## src/rtl/core/window_stability_calibrator_assert.svh

```systemverilog
// Assertion macros for the window stability calibrator.
`ifndef WINDOW_STABILITY_CALIBRATOR_ASSERT_SVH
`define WINDOW_STABILITY_CALIBRATOR_ASSERT_SVH

`ifndef SYNTHESIS

// cond must never hold at a clock edge outside reset
`define WSC_ASSERT_NEVER(label, cond, msg) \
    label: assert property (@(posedge i_clk) disable iff (!i_rst_n) !(cond)) \
        else $error(msg);

// ante at an edge requires cons at the same edge
`define WSC_ASSERT_IMPLY(label, ante, cons, msg) \
    label: assert property (@(posedge i_clk) disable iff (!i_rst_n) (ante) |-> (cons)) \
        else $error(msg);

// ante at an edge requires cons at the next edge
`define WSC_ASSERT_NEXT(label, ante, cons, msg) \
    label: assert property (@(posedge i_clk) disable iff (!i_rst_n) (ante) |=> (cons)) \
        else $error(msg);

`else

`define WSC_ASSERT_NEVER(label, cond, msg)
`define WSC_ASSERT_IMPLY(label, ante, cons, msg)
`define WSC_ASSERT_NEXT(label, ante, cons, msg)

`endif

`endif

```

## src/rtl/core/wsc_pkg.sv

```systemverilog
// Constants and pipeline types of the window stability calibrator.
package wsc_pkg;

    localparam int NCHAN   = 3;
    localparam int WINDOW  = 10;
    localparam int DATA_W  = 12;
    localparam int CH_W    = 2;
    localparam int FULL    = 4095;
    localparam int TOL_RST = 2;

    localparam int RD_W   = 40;   // input tdata width
    localparam int OD_W   = 32;   // output tdata width

    localparam int PTR_W  = (WINDOW > 1) ? $clog2(WINDOW) : 1;
    localparam int DEPTH  = NCHAN * WINDOW;
    localparam int ADDR_W = $clog2(DEPTH);
    localparam int SUM_W  = $clog2(WINDOW * FULL + 1);

    // level: floor(s / 3) as (s * ceil(2^16 / 3)) >> 16, exact for s < 2^14
    localparam int LSUM_W     = DATA_W + 2;
    localparam int LVL_SHIFT  = 16;
    localparam int LVL_RECIP  = (2 ** LVL_SHIFT + 2) / 3;
    localparam int LPROD_W    = LSUM_W + LVL_SHIFT;

    // mean: floor(sum / WINDOW) by round-up reciprocal, exact for sum < 2^SUM_W
    localparam int MEAN_SHIFT = SUM_W + PTR_W;
    localparam int MEAN_RECIP = (2 ** MEAN_SHIFT + WINDOW - 1) / WINDOW;
    localparam int MPROD_W    = SUM_W + MEAN_SHIFT;

    localparam logic ACT_SAMPLE = 1'b0;
    localparam logic ACT_CLEAR  = 1'b1;

    typedef struct packed {
        logic              clr;
        logic              smp;
        logic [CH_W-1:0]   ch;
        logic [DATA_W-1:0] lvl;
        logic [ADDR_W-1:0] addr;
        logic              old_vld;
    } t_s1;

    typedef struct packed {
        logic              clr;
        logic              smp;
        logic [CH_W-1:0]   ch;
        logic [DATA_W-1:0] lvl;
        logic [SUM_W-1:0]  sum;
    } t_s2;

    typedef struct packed {
        logic              clr;
        logic              smp;
        logic [CH_W-1:0]   ch;
        logic [DATA_W-1:0] lvl;
        logic [DATA_W-1:0] mean;
    } t_s3;

endpackage

```

## src/rtl/core/window_stability_calibrator.sv

```systemverilog
// Top level of the window stability calibrator: level, ring update, mean, stability.
//
//  channel   dir  handshake               payload
//  s_axis    in   tvalid/tready           tuser: action, channel; tdata: readings a, b, c
//  m_axis    out  tvalid/tready           tuser: out_channel; tdata: level, mean, flags
//  cfg       in   valid/ready (ready=1)   data: tolerance
//
// One item per cycle while m_axis does not stall; a taken request passes the stage 1, 2, 3 and output registers.
// The rate is set by the ring RAM: one read at accept, the write back as the item leaves stage 1.
// Reset clears the ring valid bits, sums, pointers and flags at once; no clearing pass.
// A stalled output backs up through three internal stages before s_axis_tready drops.
module window_stability_calibrator
    import wsc_pkg::*;
(
    input  logic                i_clk,
    input  logic                i_rst_n,

    input  logic                i_cfg_valid,
    output logic                o_cfg_ready,
    input  logic [DATA_W-1:0]   i_cfg_data,    // tolerance

    input  logic                i_s_axis_tvalid,
    output logic                o_s_axis_tready,
    input  logic [RD_W-1:0]     i_s_axis_tdata,  // reading_a, reading_b, reading_c, pad
    input  logic [2:0]          i_s_axis_tuser,  // action, channel

    output logic                o_m_axis_tvalid,
    input  logic                i_m_axis_tready,
    output logic [OD_W-1:0]     o_m_axis_tdata,  // level, window_mean, channel_stable,
                                                 // all_stable, pad
    output logic [CH_W-1:0]     o_m_axis_tuser   // out_channel
);

    // ------------------------------------------------------------------
    // registers
    logic [DATA_W-1:0] r_tol;
    logic [PTR_W-1:0]  r_wptr    [NCHAN];
    logic [SUM_W-1:0]  r_sum     [NCHAN];
    logic [NCHAN-1:0]  r_flags;
    logic [DEPTH-1:0]  r_ring_vld;

    logic r_s1_v, r_s2_v, r_s3_v, r_o_valid;
    t_s1  r_s1;
    t_s2  r_s2;
    t_s3  r_s3;
    logic [CH_W-1:0]   r_o_ch;
    logic [DATA_W-1:0] r_o_lvl;
    logic [DATA_W-1:0] r_o_mean;
    logic              r_o_st;
    logic              r_o_all;

    // ------------------------------------------------------------------
    // flow control
    logic en_out, en3, en2, en1, acc;
    logic s1_mv, s3_mv;

    assign en_out = !r_o_valid || i_m_axis_tready;
    assign en3    = !r_s3_v || en_out;
    assign en2    = !r_s2_v || en3;
    assign en1    = !r_s1_v || en2;
    assign acc    = i_s_axis_tvalid && en1;
    assign s1_mv  = r_s1_v && en2;
    assign s3_mv  = r_s3_v && en_out;

    assign o_s_axis_tready = en1;
    assign o_cfg_ready     = 1'b1;

    // ------------------------------------------------------------------
    // accept stage: level and ring read address
    logic              in_act;
    logic [CH_W-1:0]   in_ch;
    logic              in_clr, in_smp;
    logic [LSUM_W-1:0] lsum;
    logic [LPROD_W-1:0] lprod;
    logic [DATA_W-1:0] in_lvl;
    logic [PTR_W-1:0]  ptr_sel;
    logic [ADDR_W-1:0] rd_addr;
    logic              rd_en;

    always_comb begin
        in_act  = i_s_axis_tuser[0];
        in_ch   = i_s_axis_tuser[2:1];
        in_clr  = (in_act == ACT_CLEAR);
        in_smp  = (in_act == ACT_SAMPLE) && (in_ch < CH_W'(NCHAN));
        // 4095 - x is the bitwise complement of a 12-bit value
        lsum    = {(LSUM_W - DATA_W)'(0), ~i_s_axis_tdata[DATA_W-1:0]}
                + {(LSUM_W - DATA_W)'(0), ~i_s_axis_tdata[2*DATA_W-1:DATA_W]}
                + {(LSUM_W - DATA_W)'(0), ~i_s_axis_tdata[3*DATA_W-1:2*DATA_W]};
        lprod   = LPROD_W'(lsum) * LPROD_W'(LVL_RECIP);
        in_lvl  = lprod[LVL_SHIFT +: DATA_W];
        ptr_sel = in_smp ? r_wptr[in_ch] : '0;
        rd_addr = (in_smp ? ADDR_W'(in_ch) : '0) * ADDR_W'(WINDOW) + ADDR_W'(ptr_sel);
        rd_en   = acc && in_smp;
    end

    // ------------------------------------------------------------------
    // stage 1: read-modify-write of the ring entry and the channel sum
    logic [DATA_W-1:0] ram_rdata;
    logic [DATA_W-1:0] old_val;
    logic [SUM_W-1:0]  sum_cur, sum_new;
    logic              ring_we;

    always_comb begin
        old_val = r_s1.old_vld ? ram_rdata : '0;
        sum_cur = r_s1.smp ? r_sum[r_s1.ch] : '0;
        sum_new = sum_cur + SUM_W'(r_s1.lvl) - SUM_W'(old_val);
        ring_we = s1_mv && r_s1.smp;
    end

    wsc_ram #(
        .WIDTH (DATA_W),
        .DEPTH (DEPTH)
    ) u_ring (
        .i_clk   (i_clk),
        .i_we    (ring_we),
        .i_waddr (r_s1.addr),
        .i_wdata (r_s1.lvl),
        .i_re    (rd_en),
        .i_raddr (rd_addr),
        .o_rdata (ram_rdata)
    );

    // ------------------------------------------------------------------
    // stage 2: window mean by reciprocal multiply
    logic [MPROD_W-1:0] mprod;
    logic [DATA_W-1:0]  mean_val;

    always_comb begin
        mprod    = MPROD_W'(r_s2.sum) * MPROD_W'(MEAN_RECIP);
        mean_val = mprod[MEAN_SHIFT +: DATA_W];
    end

    // ------------------------------------------------------------------
    // stage 3: stability decision and flag update
    logic [DATA_W-1:0] diff;
    logic              st;
    logic [NCHAN-1:0]  flags_upd;

    always_comb begin
        diff      = (r_s3.mean >= r_s3.lvl) ? (r_s3.mean - r_s3.lvl)
                                            : (r_s3.lvl - r_s3.mean);
        st        = diff < r_tol;
        flags_upd = r_flags;
        if (r_s3.smp) begin
            flags_upd[r_s3.ch] = st;
        end
    end

    // ------------------------------------------------------------------
    // next state of the per-channel control
    logic [PTR_W-1:0] n_wptr     [NCHAN];
    logic [SUM_W-1:0] n_sum      [NCHAN];
    logic [DEPTH-1:0] n_ring_vld;
    logic [NCHAN-1:0] n_flags;

    always_comb begin
        for (int c = 0; c < NCHAN; c++) begin
            n_wptr[c] = r_wptr[c];
            n_sum[c]  = r_sum[c];
        end
        n_ring_vld = r_ring_vld;
        n_flags    = r_flags;

        if (acc && in_smp) begin
            n_wptr[in_ch] = (r_wptr[in_ch] == PTR_W'(WINDOW - 1)) ? '0
                                                                  : r_wptr[in_ch] + 1'b1;
        end
        if (ring_we) begin
            n_sum[r_s1.ch]        = sum_new;
            n_ring_vld[r_s1.addr] = 1'b1;
        end
        // a clear taken now wins over the write back of the item ahead of it
        if (acc && in_clr) begin
            for (int c = 0; c < NCHAN; c++) begin
                n_wptr[c] = '0;
                n_sum[c]  = '0;
            end
            n_ring_vld = '0;
        end

        if (s3_mv) begin
            n_flags = r_s3.clr ? '0 : flags_upd;
        end
    end

    // ------------------------------------------------------------------
    // control registers
    always_ff @(posedge i_clk) begin
        if (!i_rst_n) begin
            r_tol      <= DATA_W'(TOL_RST);
            r_ring_vld <= '0;
            r_flags    <= '0;
            r_s1_v     <= 1'b0;
            r_s2_v     <= 1'b0;
            r_s3_v     <= 1'b0;
            r_o_valid  <= 1'b0;
            for (int c = 0; c < NCHAN; c++) begin
                r_wptr[c] <= '0;
                r_sum[c]  <= '0;
            end
        end else begin
            if (i_cfg_valid) begin
                r_tol <= i_cfg_data;
            end
            r_ring_vld <= n_ring_vld;
            r_flags    <= n_flags;
            for (int c = 0; c < NCHAN; c++) begin
                r_wptr[c] <= n_wptr[c];
                r_sum[c]  <= n_sum[c];
            end
            if (en1) begin
                r_s1_v <= acc;
            end
            if (en2) begin
                r_s2_v <= r_s1_v;
            end
            if (en3) begin
                r_s3_v <= r_s2_v;
            end
            if (en_out) begin
                r_o_valid <= r_s3_v;
            end
        end
    end

    // ------------------------------------------------------------------
    // payload registers
    always_ff @(posedge i_clk) begin
        if (en1) begin
            r_s1.clr     <= in_clr;
            r_s1.smp     <= in_smp;
            r_s1.ch      <= in_ch;
            r_s1.lvl     <= in_lvl;
            r_s1.addr    <= rd_addr;
            r_s1.old_vld <= r_ring_vld[rd_addr];
        end
        if (en2) begin
            r_s2.clr <= r_s1.clr;
            r_s2.smp <= r_s1.smp;
            r_s2.ch  <= r_s1.ch;
            r_s2.lvl <= r_s1.lvl;
            r_s2.sum <= sum_new;
        end
        if (en3) begin
            r_s3.clr  <= r_s2.clr;
            r_s3.smp  <= r_s2.smp;
            r_s3.ch   <= r_s2.ch;
            r_s3.lvl  <= r_s2.lvl;
            r_s3.mean <= mean_val;
        end
        if (en_out) begin
            if (r_s3.clr) begin
                r_o_ch   <= '0;
                r_o_lvl  <= '0;
                r_o_mean <= '0;
                r_o_st   <= 1'b0;
                r_o_all  <= 1'b0;
            end else begin
                r_o_ch   <= r_s3.ch;
                r_o_lvl  <= r_s3.lvl;
                r_o_mean <= r_s3.smp ? r_s3.mean : '0;
                r_o_st   <= r_s3.smp && st;
                r_o_all  <= &flags_upd;
            end
        end
    end

    assign o_m_axis_tvalid = r_o_valid;
    assign o_m_axis_tuser  = r_o_ch;
    assign o_m_axis_tdata  = {(OD_W - 2 * DATA_W - 2)'(0), r_o_all, r_o_st, r_o_mean, r_o_lvl};

    // ------------------------------------------------------------------
    // assertions
    `include "window_stability_calibrator_assert.svh"

    `WSC_ASSERT_IMPLY(a_ring_no_collision, ring_we && rd_en, r_s1.addr != rd_addr,
                      "ring read and write back hit the same entry")
    `WSC_ASSERT_NEXT(a_ring_marked, ring_we && !(acc && in_clr),
                     r_ring_vld[$past(r_s1.addr)], "written ring entry not marked valid")
    `WSC_ASSERT_NEXT(a_clear_wipes, acc && in_clr,
                     r_ring_vld == '0 && r_wptr[0] == '0 && r_sum[0] == '0,
                     "clear request left ring state behind")

endmodule

```

## src/rtl/core/wsc_ram.sv

```systemverilog
// Generic simple dual-port RAM with registered read.
module wsc_ram #(
    parameter int WIDTH = 12,
    parameter int DEPTH = 30
) (
    input  logic                     i_clk,
    input  logic                     i_we,
    input  logic [$clog2(DEPTH)-1:0] i_waddr,
    input  logic [WIDTH-1:0]         i_wdata,
    input  logic                     i_re,
    input  logic [$clog2(DEPTH)-1:0] i_raddr,
    output logic [WIDTH-1:0]         o_rdata
);

    logic [WIDTH-1:0] r_mem [DEPTH];
    logic [WIDTH-1:0] r_rdata;

    always_ff @(posedge i_clk) begin
        if (i_we) begin
            r_mem[i_waddr] <= i_wdata;
        end
        if (i_re) begin
            r_rdata <= r_mem[i_raddr];
        end
    end

    assign o_rdata = r_rdata;

endmodule
```

## config.mk

```make
export PLATFORM = sky130hd
export DESIGN_NAME = window_stability_calibrator
export DESIGN_NICKNAME = d
export VERILOG_FILES = /design/src/rtl/core/wsc_pkg.sv /design/src/rtl/core/window_stability_calibrator.sv /design/src/rtl/core/wsc_ram.sv
export VERILOG_INCLUDE_DIRS = /design/src /design/src/rtl/core
export SDC_FILE = /design/constraint.sdc
export NUM_CORES = 1
export LEC_CHECK = 0
export BUFFER_PORTS_ARGS = -buffer_cell sky130_fd_sc_hd__buf_4
export CAP_MARGIN = 0
export CORE_UTILIZATION = 35
export DETAILED_ROUTE_END_ITERATION = 8
export RECOVER_POWER = 50
export SLEW_MARGIN = 20
export SYNTH_ARGS = -nofsm -noshare
export SYNTH_HDL_FRONTEND = slang
export SYNTH_SLANG_ARGS = --single-unit
```

## constraint.sdc

```tcl
create_clock -name i_clk -period 11.3 [get_ports i_clk]
set_input_delay 0.565 -clock i_clk [delete_from_list [all_inputs] [get_ports i_clk]]
set_output_delay 0.565 -clock i_clk [all_outputs]
set_load 0.01 [all_outputs]
```

==> reports/qor.yml, run 1 <==
status:
  status: "finished, violations left"
  violations: "capacitance limit, slew limit"
drt:
  routed_via_density: 4.84
  detail_route.iter0.violations: 1162
  postRouteAntennaNets: 0
  wire_per_inst_um: 17.7
  drcViolationCount: 0
  dr.pass1.iters: 7
  routed_wl_um: 70600
  vias: 19274
sta:
  fmax_ghz: 0.133
  setup_viol: 0
  hold_violations: 0
  fin_crit_ns: 7.54
  rsz0062_at_grt: "false"
  skew_ns: 0.0472
  slew_headroom_pct: -35.0
  worst_pin_slew_ns: 2.03
  slew_viol_final: 488
  setup_tns_ns: 0
  fin_crit_sh_pct: 66.7
final_layout:
  layout_commonest_cell: "edfxtp_1"
  final_cell_mix: "edfxtp_1, inv_1, ha_1"
  drive_gt1_share_pct: 12.4
  syn2layout_area_growth_pct: 13.3
  nets: 3176
placement:
  portBuffers: 85
  dpl.hpwl_um: 50100
  place.gp.congestion: 0.851
worst_hold_path:
  hp-start: "i_cfg_data[1]"
  min_to: "r_tol[1]"
  holdPathStages: 3
  hp-class: "in -> reg"
die:
  dieWidth_um: 310
  die_y_um: 310
  std_cell_rows: 112
  start_util_pct: 35.4
  dieArea_um2: 95900
  coreArea_um2: 93600
  io_pins: 97
yosys:
  ys_top_cells_by_area: "edfxtp_1, ha_1, fa_1, mux4_2, dfxtp_1"
  ys_warn_count: 0
  synth_edf_count: 482
  muxShareOfSynthArea_pct: 8.77
  synth.distinct_cells: 79
  synth-simple-area-share_pct: 7.17
  synthAdderAreaFrac_pct: 20.4
  synth-main-ff-cell: "edfxtp_1"
  synth_top_area_share_pct: 43.7
  syn_area_um2: 33100
  synth_compound_area_share_pct: 6.41
  synthArstFlopShare_pct: 0
  synthXorXnorAreaFrac_pct: 1.74
  synth_cells: 2547
  ys_ff_latch: 593
  yosysSeqAreaShare_pct: 50.4
  yosys.area.top_type: "edfxtp_1"
  synth_top_family_by_area: "adder cells"
  postSynthAreaPerCell_um2: 13.0
clock_network:
  clk_latency_ns: 0.61
  cts_tree: "done"
  cts_root_buffer: "clkbuf_16"
  cts.sinks: 593
  clk_pin_slew_worst_paths_ns: 0.06
  postCtsResizedCells: 0
  cts_max_level: 3
  holdBufCountCts: 0
  cts_buffers: 66
  clockBufferDepth: 3
  cts_setup_buffers: 0
setup_path:
  reg2reg_slack_ns: 5.31
  r2r_end: "r_s3[10]"
  path_max_fanout: 4
  cp.required_ns: 11.65
  crit_type: "in -> reg"
  arrival_ns: 7.88
  r2r_start: "r_s2[5]"
  critPathLaunchType: "primary input"
  end_kind: "flop"
  r2r_cells: 17
global_routing:
  track_usage_pct: 14.9
  grt_overflow: 0
  grt_antenna_before_repair: 0
  grt_first_pass_wirelength_um: 111000
  first_global_vias: 19357
  grt_max_degree: 64
job:
  max-cap-violations: 15
routing by layer:
metal	vias to the layer above	global-route usage [%]	part of all wire, %
met1	9636	20.5	46
met4	0	3.71	2.0
met5	-	0	0
met3	79	1.83	3.9
met2	327	25.1	48
li1	9232	-	-
stage by stage:
stage                     utilization, %  hold WS (ns)  cells  setup WS [ns]  instance area, µm²
after global placement              37.8         0.403   3860           3.17               35400
after floorplan                        -         0.400   2552           4.08               33100
final                               40.1         0.183   3983           3.76               37500
after detailed placement            37.8         0.405   3860           3.15               35400
after global routing                40.1         0.185   3982           3.29               37500
after CTS                           40.3         0.157   3982           3.78               37700
synth_stat cells (4+ instances only):
cell,number
a211oi_1,26
a21o_1,25
a21oi_1,114
a31oi_1,14
and2_1,35
and3_1,9
buf_1,11
buf_2,26
buf_4,14
clkbuf_1,35
dfxtp_1,111
edfxtp_1,482
fa_1,163
ha_1,279
inv_1,337
mux2_2,9
mux2i_1,54
mux4_2,100
nand2_1,205
nand2b_1,14
nand3_1,24
nand4_1,6
nor2_1,168
nor2b_1,26
nor3_1,16
o211ai_1,9
o21a_1,16
o21ai_0,48
o21ai_1,11
o21bai_1,4
o221ai_1,9
o22ai_1,8
xnor2_1,43
xor2_1,23
sequential cells by signal, summed over array words and instances, names as in the netlist, 2 cells and up, named ones only:
name / count
u_ring.r_mem: 360
r_o_mean: 12
o_m_axis_tuser: 2
r_ring_vld: 30
u_ring.o_rdata: 12
r_flags: 3
r_s2: 32
r_s1: 22
r_sum: 48
r_tol: 12
r_o_lvl: 12
r_s3: 28
r_wptr: 12
cells by family after synthesis:
group                      Yosys count
adders and majority gates          442
xor gates and xnor gates            66
muxes                              164
DFF                                593
and+or+nand+nor                    529
other                                2
buffers and inverters              427
AOI/OAI and AO/OA                  324
worst max-delay path: stages:
cell and delay, ns:
buf_4 0.11, fa_1 0.57, inv_1 0.05, ha_1 0.27
a21o_1 0.18, a21oi_1 0.21, o21bai_1 0.09, a21o_1 0.20
a21oi_1 0.21, o21ai_0 0.18, or2_2 0.33, xor2_1 0.45
ha_1 0.34, inv_1 0.10, fa_1 0.53, inv_1 0.05
fa_1 0.55, fa_1 0.43, fa_1 0.47, ha_1 0.30
a21oi_1 0.12, o21ai_0 0.14, a22o_1 0.23, o31ai_1 0.43
a31oi_1 0.21, o21a_1 0.24, a21bo_1 0.20, xor2_1 0.13
layout make-up:
type                       instances  area (µm²)
clock buffer                      85        1870
fill                            8923       56100
tap                             1254        1570
sequential                       593       16700
inverter                         341        1280
timing repair buffer             140         871
antenna                            1        2.50
multi-input combinational       1532       14800
clock inverter                    37         435
worst max-delay path by stage:
| stage | start | to | slack [ns] | cells past startpoint |
|---|---|---|---|---|
| after floorplan | i_s_axis_tdata[2] | r_s1[13] | 4.08 | 27 |
| after global placement | i_s_axis_tdata[2] | r_s1[13] | 3.17 | 28 |
| after detailed placement | i_s_axis_tdata[2] | r_s1[13] | 3.15 | 28 |
| after CTS | i_s_axis_tdata[2] | r_s1[13] | 3.78 | 28 |
| after global routing | i_s_axis_tdata[2] | r_s1[13] | 3.29 | 28 |
| final | i_s_axis_tdata[2] | r_s1[13] | 3.76 | 28 |
Power of run 1 is not shown: default switching activity piles up to over one toggle a cycle in this logic, so the estimate is an artifact.
==> run 2, diff against run 1 <==
- ABC_AREA: not set -> 1
- clock period: 11.3 -> 6.35 ns (I/O delays scaled with it)
==> run 2 against run 1 <==
- the run still ends with capacitance limit, slew limit left
- first-iteration DRC count rose by 82%
- register-to-register slack lost 4.4 ns
- synthesized cell count increased by 54%
- final area grew 9.8%
- highest routed layer unchanged
==> reports/qor.yml, run 2 <==
clock_network:
  cts_root_buffer: "clkbuf_16"
  cts_max_level: 3  # unchanged
  clockBufferDepth: 3  # unchanged
  cts_tree: "done"
  cts.sinks: 593  # unchanged
  cts_buffers: 67  # +1.5%
  postCtsResizedCells: 0  # unchanged
  clk_pin_slew_worst_paths_ns: 0.05  # about the same
  clk_latency_ns: 0.65  # +0.04 ns
yosys:
  syn_area_um2: 36400  # +9.9%
  synth_top_area_share_pct: 39.8  # -3.9 points
  ys_warn_count: 0  # unchanged
  yosysSeqAreaShare_pct: 45.9  # -4.5 points
  netlist_top_cells_count: "inv_1, nand2_1, edfxtp_1"
  synth_most_common_cell: "inv_1"
  ys_ff_latch: 593  # unchanged
  synth_edf_count: 482  # unchanged
  synthArstFlopShare_pct: 0  # unchanged
  ys_top_cells_by_area: "edfxtp_1, ha_1, fa_1, inv_1, nand2_1"
  synth.distinct_cells: 44  # -44%
  synth_cells: 3921  # +54%
  yosys.area.top_type: "edfxtp_1"
  synth-main-ff-cell: "edfxtp_1"
  postSynthAreaPerCell_um2: 9.28  # -29%
sta:
  skew_ns: 0.0700  # +0.0228 ns
  fmax_ghz: 0.170
  slew_viol_final: 487  # -0.20%
  fin_crit_ns: 5.89
  fin_crit_sh_pct: 92.7
  setup_viol: 0  # unchanged
  hold_violations: 0  # unchanged
  worst_pin_slew_ns: 2.08  # +0.0593 ns
  slew_headroom_pct: -39.0  # -4.0 points
  rsz0062_at_grt: "false"
drt:
  detail_route.iter0.violations: 2112  # +82%
  vias: 26431  # +37%
  postRouteAntennaNets: 0  # unchanged
  wire_per_inst_um: 16.8  # -5.3%
  dr.pass1.iters: 5  # -2
  drcViolationCount: 0  # unchanged
  routed_wl_um: 92200  # +31%
  routed_via_density: 4.81  # -0.51%
global_routing:
  grt_use_met3_pct: 2.06  # +0.23 points
  grt_overflow: 0  # unchanged
  grt_util_met1_pct: 25.2  # +4.7 points
  track_usage_pct: 17.5  # +2.5 points
  grt_first_pass_wirelength_um: 146000  # +32%
  grt_max_degree: 102  # +59%
  first_global_vias: 25713  # +33%
  busiest_layer: "met2"
  grt_antenna_before_repair: 1  # +1
  use_met2_pct: 27.9  # +2.7 points
worst_hold_path:
  hp-class: "in -> reg"
  hp-start: "i_cfg_data[4]"
  holdPathStages: 3  # unchanged
  min_to: "r_tol[4]"
die:
  dieArea_um2: 105000  # +9.8%
  io_pins: 97  # unchanged
  dieWidth_um: 324  # +4.8%
  start_util_pct: 35.5  # +0.13 points
  std_cell_rows: 117  # +4.5%
  die_y_um: 324  # +4.8%
  coreArea_um2: 102000  # +9.5%
final_layout:
  top_regs: "u_ring.r_mem: 360 flops, r_sum: 48 flops, r_s2: 32 flops"
  layout_commonest_cell: "inv_1"
  finalNonFillerCells: 5490  # +38%
  syn2layout_area_growth_pct: 13.2  # about the same
  fin_area_um2: 41200  # +9.8%
  insertedDiodeCount: 0  # -1
  final_cell_mix: "inv_1, nand2_1, edfxtp_1"
  largest_reg_flops: 360  # unchanged
  drive_gt1_share_pct: 6.99  # -5.4 points
  nets: 4571  # +44%
  regMostFlops: "u_ring.r_mem"
setup_path:
  r2r_start: "r_s2[4]"
  end_kind: "flop"
  critPathLaunchType: "primary input"
  arrival_ns: 6.25  # -1.63 ns
  path_max_fanout: 5  # +1
  reg2reg_slack_ns: 0.93  # -4.38 ns
  r2r_cells: 18  # +1
  r2r_end: "r_s3[11]"
  cp.required_ns: 6.71  # -4.94 ns
  crit_type: "in -> reg"
job:
  max-cap-violations: 15  # unchanged
placement:
  dp.cells: 5355  # +39%
  place_area_um2: 39100  # +11%
  place.gp.congestion: 0.883  # +3.7%
  dpl.hpwl_um: 64000  # +28%
  portBuffers: 85  # unchanged
status:
  violations: "capacitance limit, slew limit"
  status: "finished, violations left"
-- run 2: worst max path at each step --
stage / start / endpoint / cells after the start
6_report: i_s_axis_tdata[1] / r_s1[10] / 28
5_1_grt: i_s_axis_tdata[1] / r_s1[13] / 29
4_1_cts: i_s_axis_tdata[1] / r_s1[10] / 28
3_5_place_dp: i_s_axis_tdata[1] / r_s1[10] / 28
3_3_place_gp: i_s_axis_tdata[1] / r_s1[10] / 28
2_1_floorplan: i_s_axis_tdata[1] / r_s1[10] / 26
-- run 2: kinds of logic after synthesis --
family	count (synthesis)	synth area share (%)
xor+xnor	70	1.70
buf+inv	919	9.81
simple gates	1487	18.0
compound gates	405	5.96
other cells	2	0.0206
mux	3	0.0928
fa+ha+maj	442	18.6
flops	593	45.9
-- run 2: final cells by class --
type                    count  area [µm²]
clock inverters            37         338
inverters                 776        2910
clock buffers              85        1780
fillers                 10157       61300
multi-input cells        2414       16200
repair buffers            217        1510
flip-flops and latches    593       16700
well taps                1368        1710
-- run 2: critical path, cell delays in order --
cell,delay (ns)
buf_4,0.11
fa_1,0.46
inv_1,0.06
ha_1,0.13
inv_1,0.06
fa_1,0.43
nand3b_1,0.17
nand2_1,0.12
nand2_1,0.08
nand2_1,0.09
a21o_1,0.13
xor2_1,0.19
inv_1,0.10
ha_1,0.35
inv_1,0.07
fa_1,0.50
inv_1,0.05
fa_1,0.55
fa_1,0.44
fa_1,0.47
ha_1,0.37
nand2_1,0.12
nor4_1,0.37
buf_4,0.18
nand2_1,0.04
nand2_1,0.08
a21oi_1,0.08
xnor2_1,0.12
-- run 2: per-stage QoR --
stage                     setup WS, ns  hold slack [ns]  setup TNS [ns]  util [%]
after CTS                        0.462          0.00421               0      40.4
after detailed placement        -0.198            0.405           -1.02      38.2
after global routing            0.0311           0.0245               0      40.2
after global placement          -0.151            0.401          -0.582      38.2
after floorplan                  0.262            0.400               0         -
final                            0.463           0.0295               0      40.2
-- run 2: routing by layer --
metal	vias up	wire (µm)
met3	120	4300
met1	12659	44200
met5	-	0
met4	0	1920
met2	598	41800
li1	13054	-
-- run 2: repair_timing --
item                      4_1_cts  5_1_grt
setup buffers                   0        0
hold buffers                   13        0
hold endpoints to repair       10        0
Power of run 2 is left out for the same reason.
==> run 3, diff against run 2 <==
- HOLD_SLACK_MARGIN: not set -> 0.15
==> run 3 against run 2 <==
- the run still ends with capacitance limit, slew limit left
- global-route usage about the same
- clock-buffer cell count unchanged
- fmax about the same
- clock skew decreased by 0.0031 ns
- cell count increased by 0.31%
- register-to-register slack got worse by 0.03 ns
- critical path type unchanged
- critical endpoint unchanged
- highest routed layer unchanged
==> reports/qor.yml, run 3 (synthesis results as in run 2) <==
status:
  status: "finished, violations left"
  violations: "capacitance limit, slew limit"
clock_network:
  cts_tree: "done"
  cts_buffers: 67  # unchanged
  clk_latency_ns: 0.65  # about the same
  clockBufferDepth: 3  # unchanged
  postCtsResizedCells: 0  # unchanged
  cts.sinks: 593  # unchanged
  cts_root_buffer: "clkbuf_16"
  cts_setup_buffers: 0  # unchanged
  cts_max_level: 3  # unchanged
  clk_pin_slew_worst_paths_ns: 0.05  # about the same
placement:
  place_area_um2: 39100  # unchanged
  dpl.hpwl_um: 64000  # unchanged
  portBuffers: 85  # unchanged
  place.gp.congestion: 0.883  # unchanged
  dp.cells: 5355  # unchanged
die:
  start_util_pct: 35.5  # unchanged
  die_y_um: 324  # unchanged
  dieArea_um2: 105000  # unchanged
  io_pins: 97  # unchanged
  dieWidth_um: 324  # unchanged
  coreArea_um2: 102000  # unchanged
  std_cell_rows: 117  # unchanged
final_layout:
  top_regs: "u_ring.r_mem: 360 flops, r_sum: 48 flops, r_s2: 32 flops"
  fin_area_um2: 41400  # +0.41%
  layout_commonest_cell: "inv_1"
  nets: 4588  # +0.37%
  drive_gt1_share_pct: 6.96  # -0.029 points
  fill_cells: 10141  # -0.16%
  largest_reg_flops: 360  # unchanged
  syn2layout_area_growth_pct: 13.6
  finalNonFillerCells: 5507  # +0.31%
  insertedDiodeCount: 0  # unchanged
  regMostFlops: "u_ring.r_mem"
  final_cell_mix: "inv_1, nand2_1, edfxtp_1"
setup_path:
  crit_type: "in -> reg"
  cp.required_ns: 6.71  # about the same
  cpPeakStageDelay_ns: 0.55  # about the same
  path_max_fanout: 5  # unchanged
  arrival_ns: 6.24  # about the same
  end_kind: "flop"
  path_delay_family: "adder cells"
  crit_buf_inv: 7  # unchanged
  worst_path_max_delay_cell: "fa_1"
  critPathLaunchType: "primary input"
global_routing:
  track_usage_pct: 17.5  # +0.038 points
  grt_antenna_before_repair: 1  # unchanged
  grt_first_pass_wirelength_um: 146000  # +0.24%
  first_global_vias: 25800  # +0.34%
  grt_overflow: 0  # unchanged
  grt_max_degree: 102  # unchanged
drt:
  detail_route.iter0.violations: 2088  # -1.1%
  routed_via_density: 4.81  # about the same
  vias: 26512  # +0.31%
  wire_per_inst_um: 16.8  # about the same
  postRouteAntennaNets: 0  # unchanged
  routed_wl_um: 92500  # +0.38%
  dr.pass1.iters: 5  # unchanged
  drcViolationCount: 0  # unchanged
sta:
  setup_viol: 0  # unchanged
  fin_crit_ns: 5.88  # -0.00471 ns
  setup_tns_ns: 0  # unchanged
  rsz0062_at_grt: "false"
  slew_headroom_pct: -39.2  # -0.20 points
  fin_crit_sh_pct: 92.6  # about the same
  skew_ns: 0.0669  # -0.00315 ns
  worst_pin_slew_ns: 2.09  # +0.00293 ns
  slew_viol_final: 487  # unchanged
  fmax_ghz: 0.170  # about the same
  hold_violations: 0  # unchanged
job:
  max-cap-violations: 15  # unchanged
worst_hold_path:
  hp-class: "in -> reg"
==> run 3: worst register-to-register path: stages, from the launching register on <==
cell	delay, ns
edfxtp_1	0.51
ha_1	0.42
inv_1	0.08
fa_1	0.54
inv_1	0.06
fa_1	0.52
fa_1	0.53
fa_1	0.52
fa_1	0.49
ha_1	0.45
nand2_1	0.11
nor2_1	0.10
inv_1	0.06
nor3_1	0.20
nand3_1	0.11
nand3_1	0.23
nand2_1	0.13
nand3_1	0.09
nand2_1	0.06
==> run 3: final timing paths <==
check	from	end	slack (ns)	cells after the start
worst min register to register	r_s1[21]	r_s2[31]	0.38	0
worst max register to register	r_s2[4]	r_s3[11]	0.90	18
worst min-delay path	i_s_axis_tvalid	r_s1_v	0.16	3
worst max-delay path	i_s_axis_tdata[1]	r_s1[10]	0.47	28
==> run 3: final cells by class <==
cell class	instances	area (µm²)	share of cell area, %
clock buffers	85	1780	4.31
well taps	1368	1710	4.14
repair buffers	234	1680	4.06
inverters	776	2910	7.05
clock inverters	37	338	0.817
flip-flops and latches	593	16700	40.4
multi-input cells	2414	16200	39.3
==> run 3: timing repair <==
item	CTS	global route
hold endpoints to repair	23	0
hold buffers	30	0
setup endpoints to repair	0	0
==> run 3: layer usage <==
layer | vias to the layer above | wire length (µm) | track usage [%]
met2 | 572 | 42200 | 28.0
met3 | 115 | 3910 | 2.06
li1 | 13089 | - | -
met4 | 0 | 1850 | 4.56
met5 | - | 0 | 0
met1 | 12736 | 44600 | 25.2
==> run 3: per-stage QoR <==
stage          setup WS, ns  hold slack (ns)  util (%)
3_5_place_dp         -0.198            0.405      38.2
4_1_cts               0.462            0.156      40.5
3_3_place_gp         -0.151            0.401      38.2
6_report              0.468            0.162      40.4
2_1_floorplan         0.262            0.400         -
5_1_grt              0.0311            0.186      40.4
Power of run 3 is left out for the same reason.
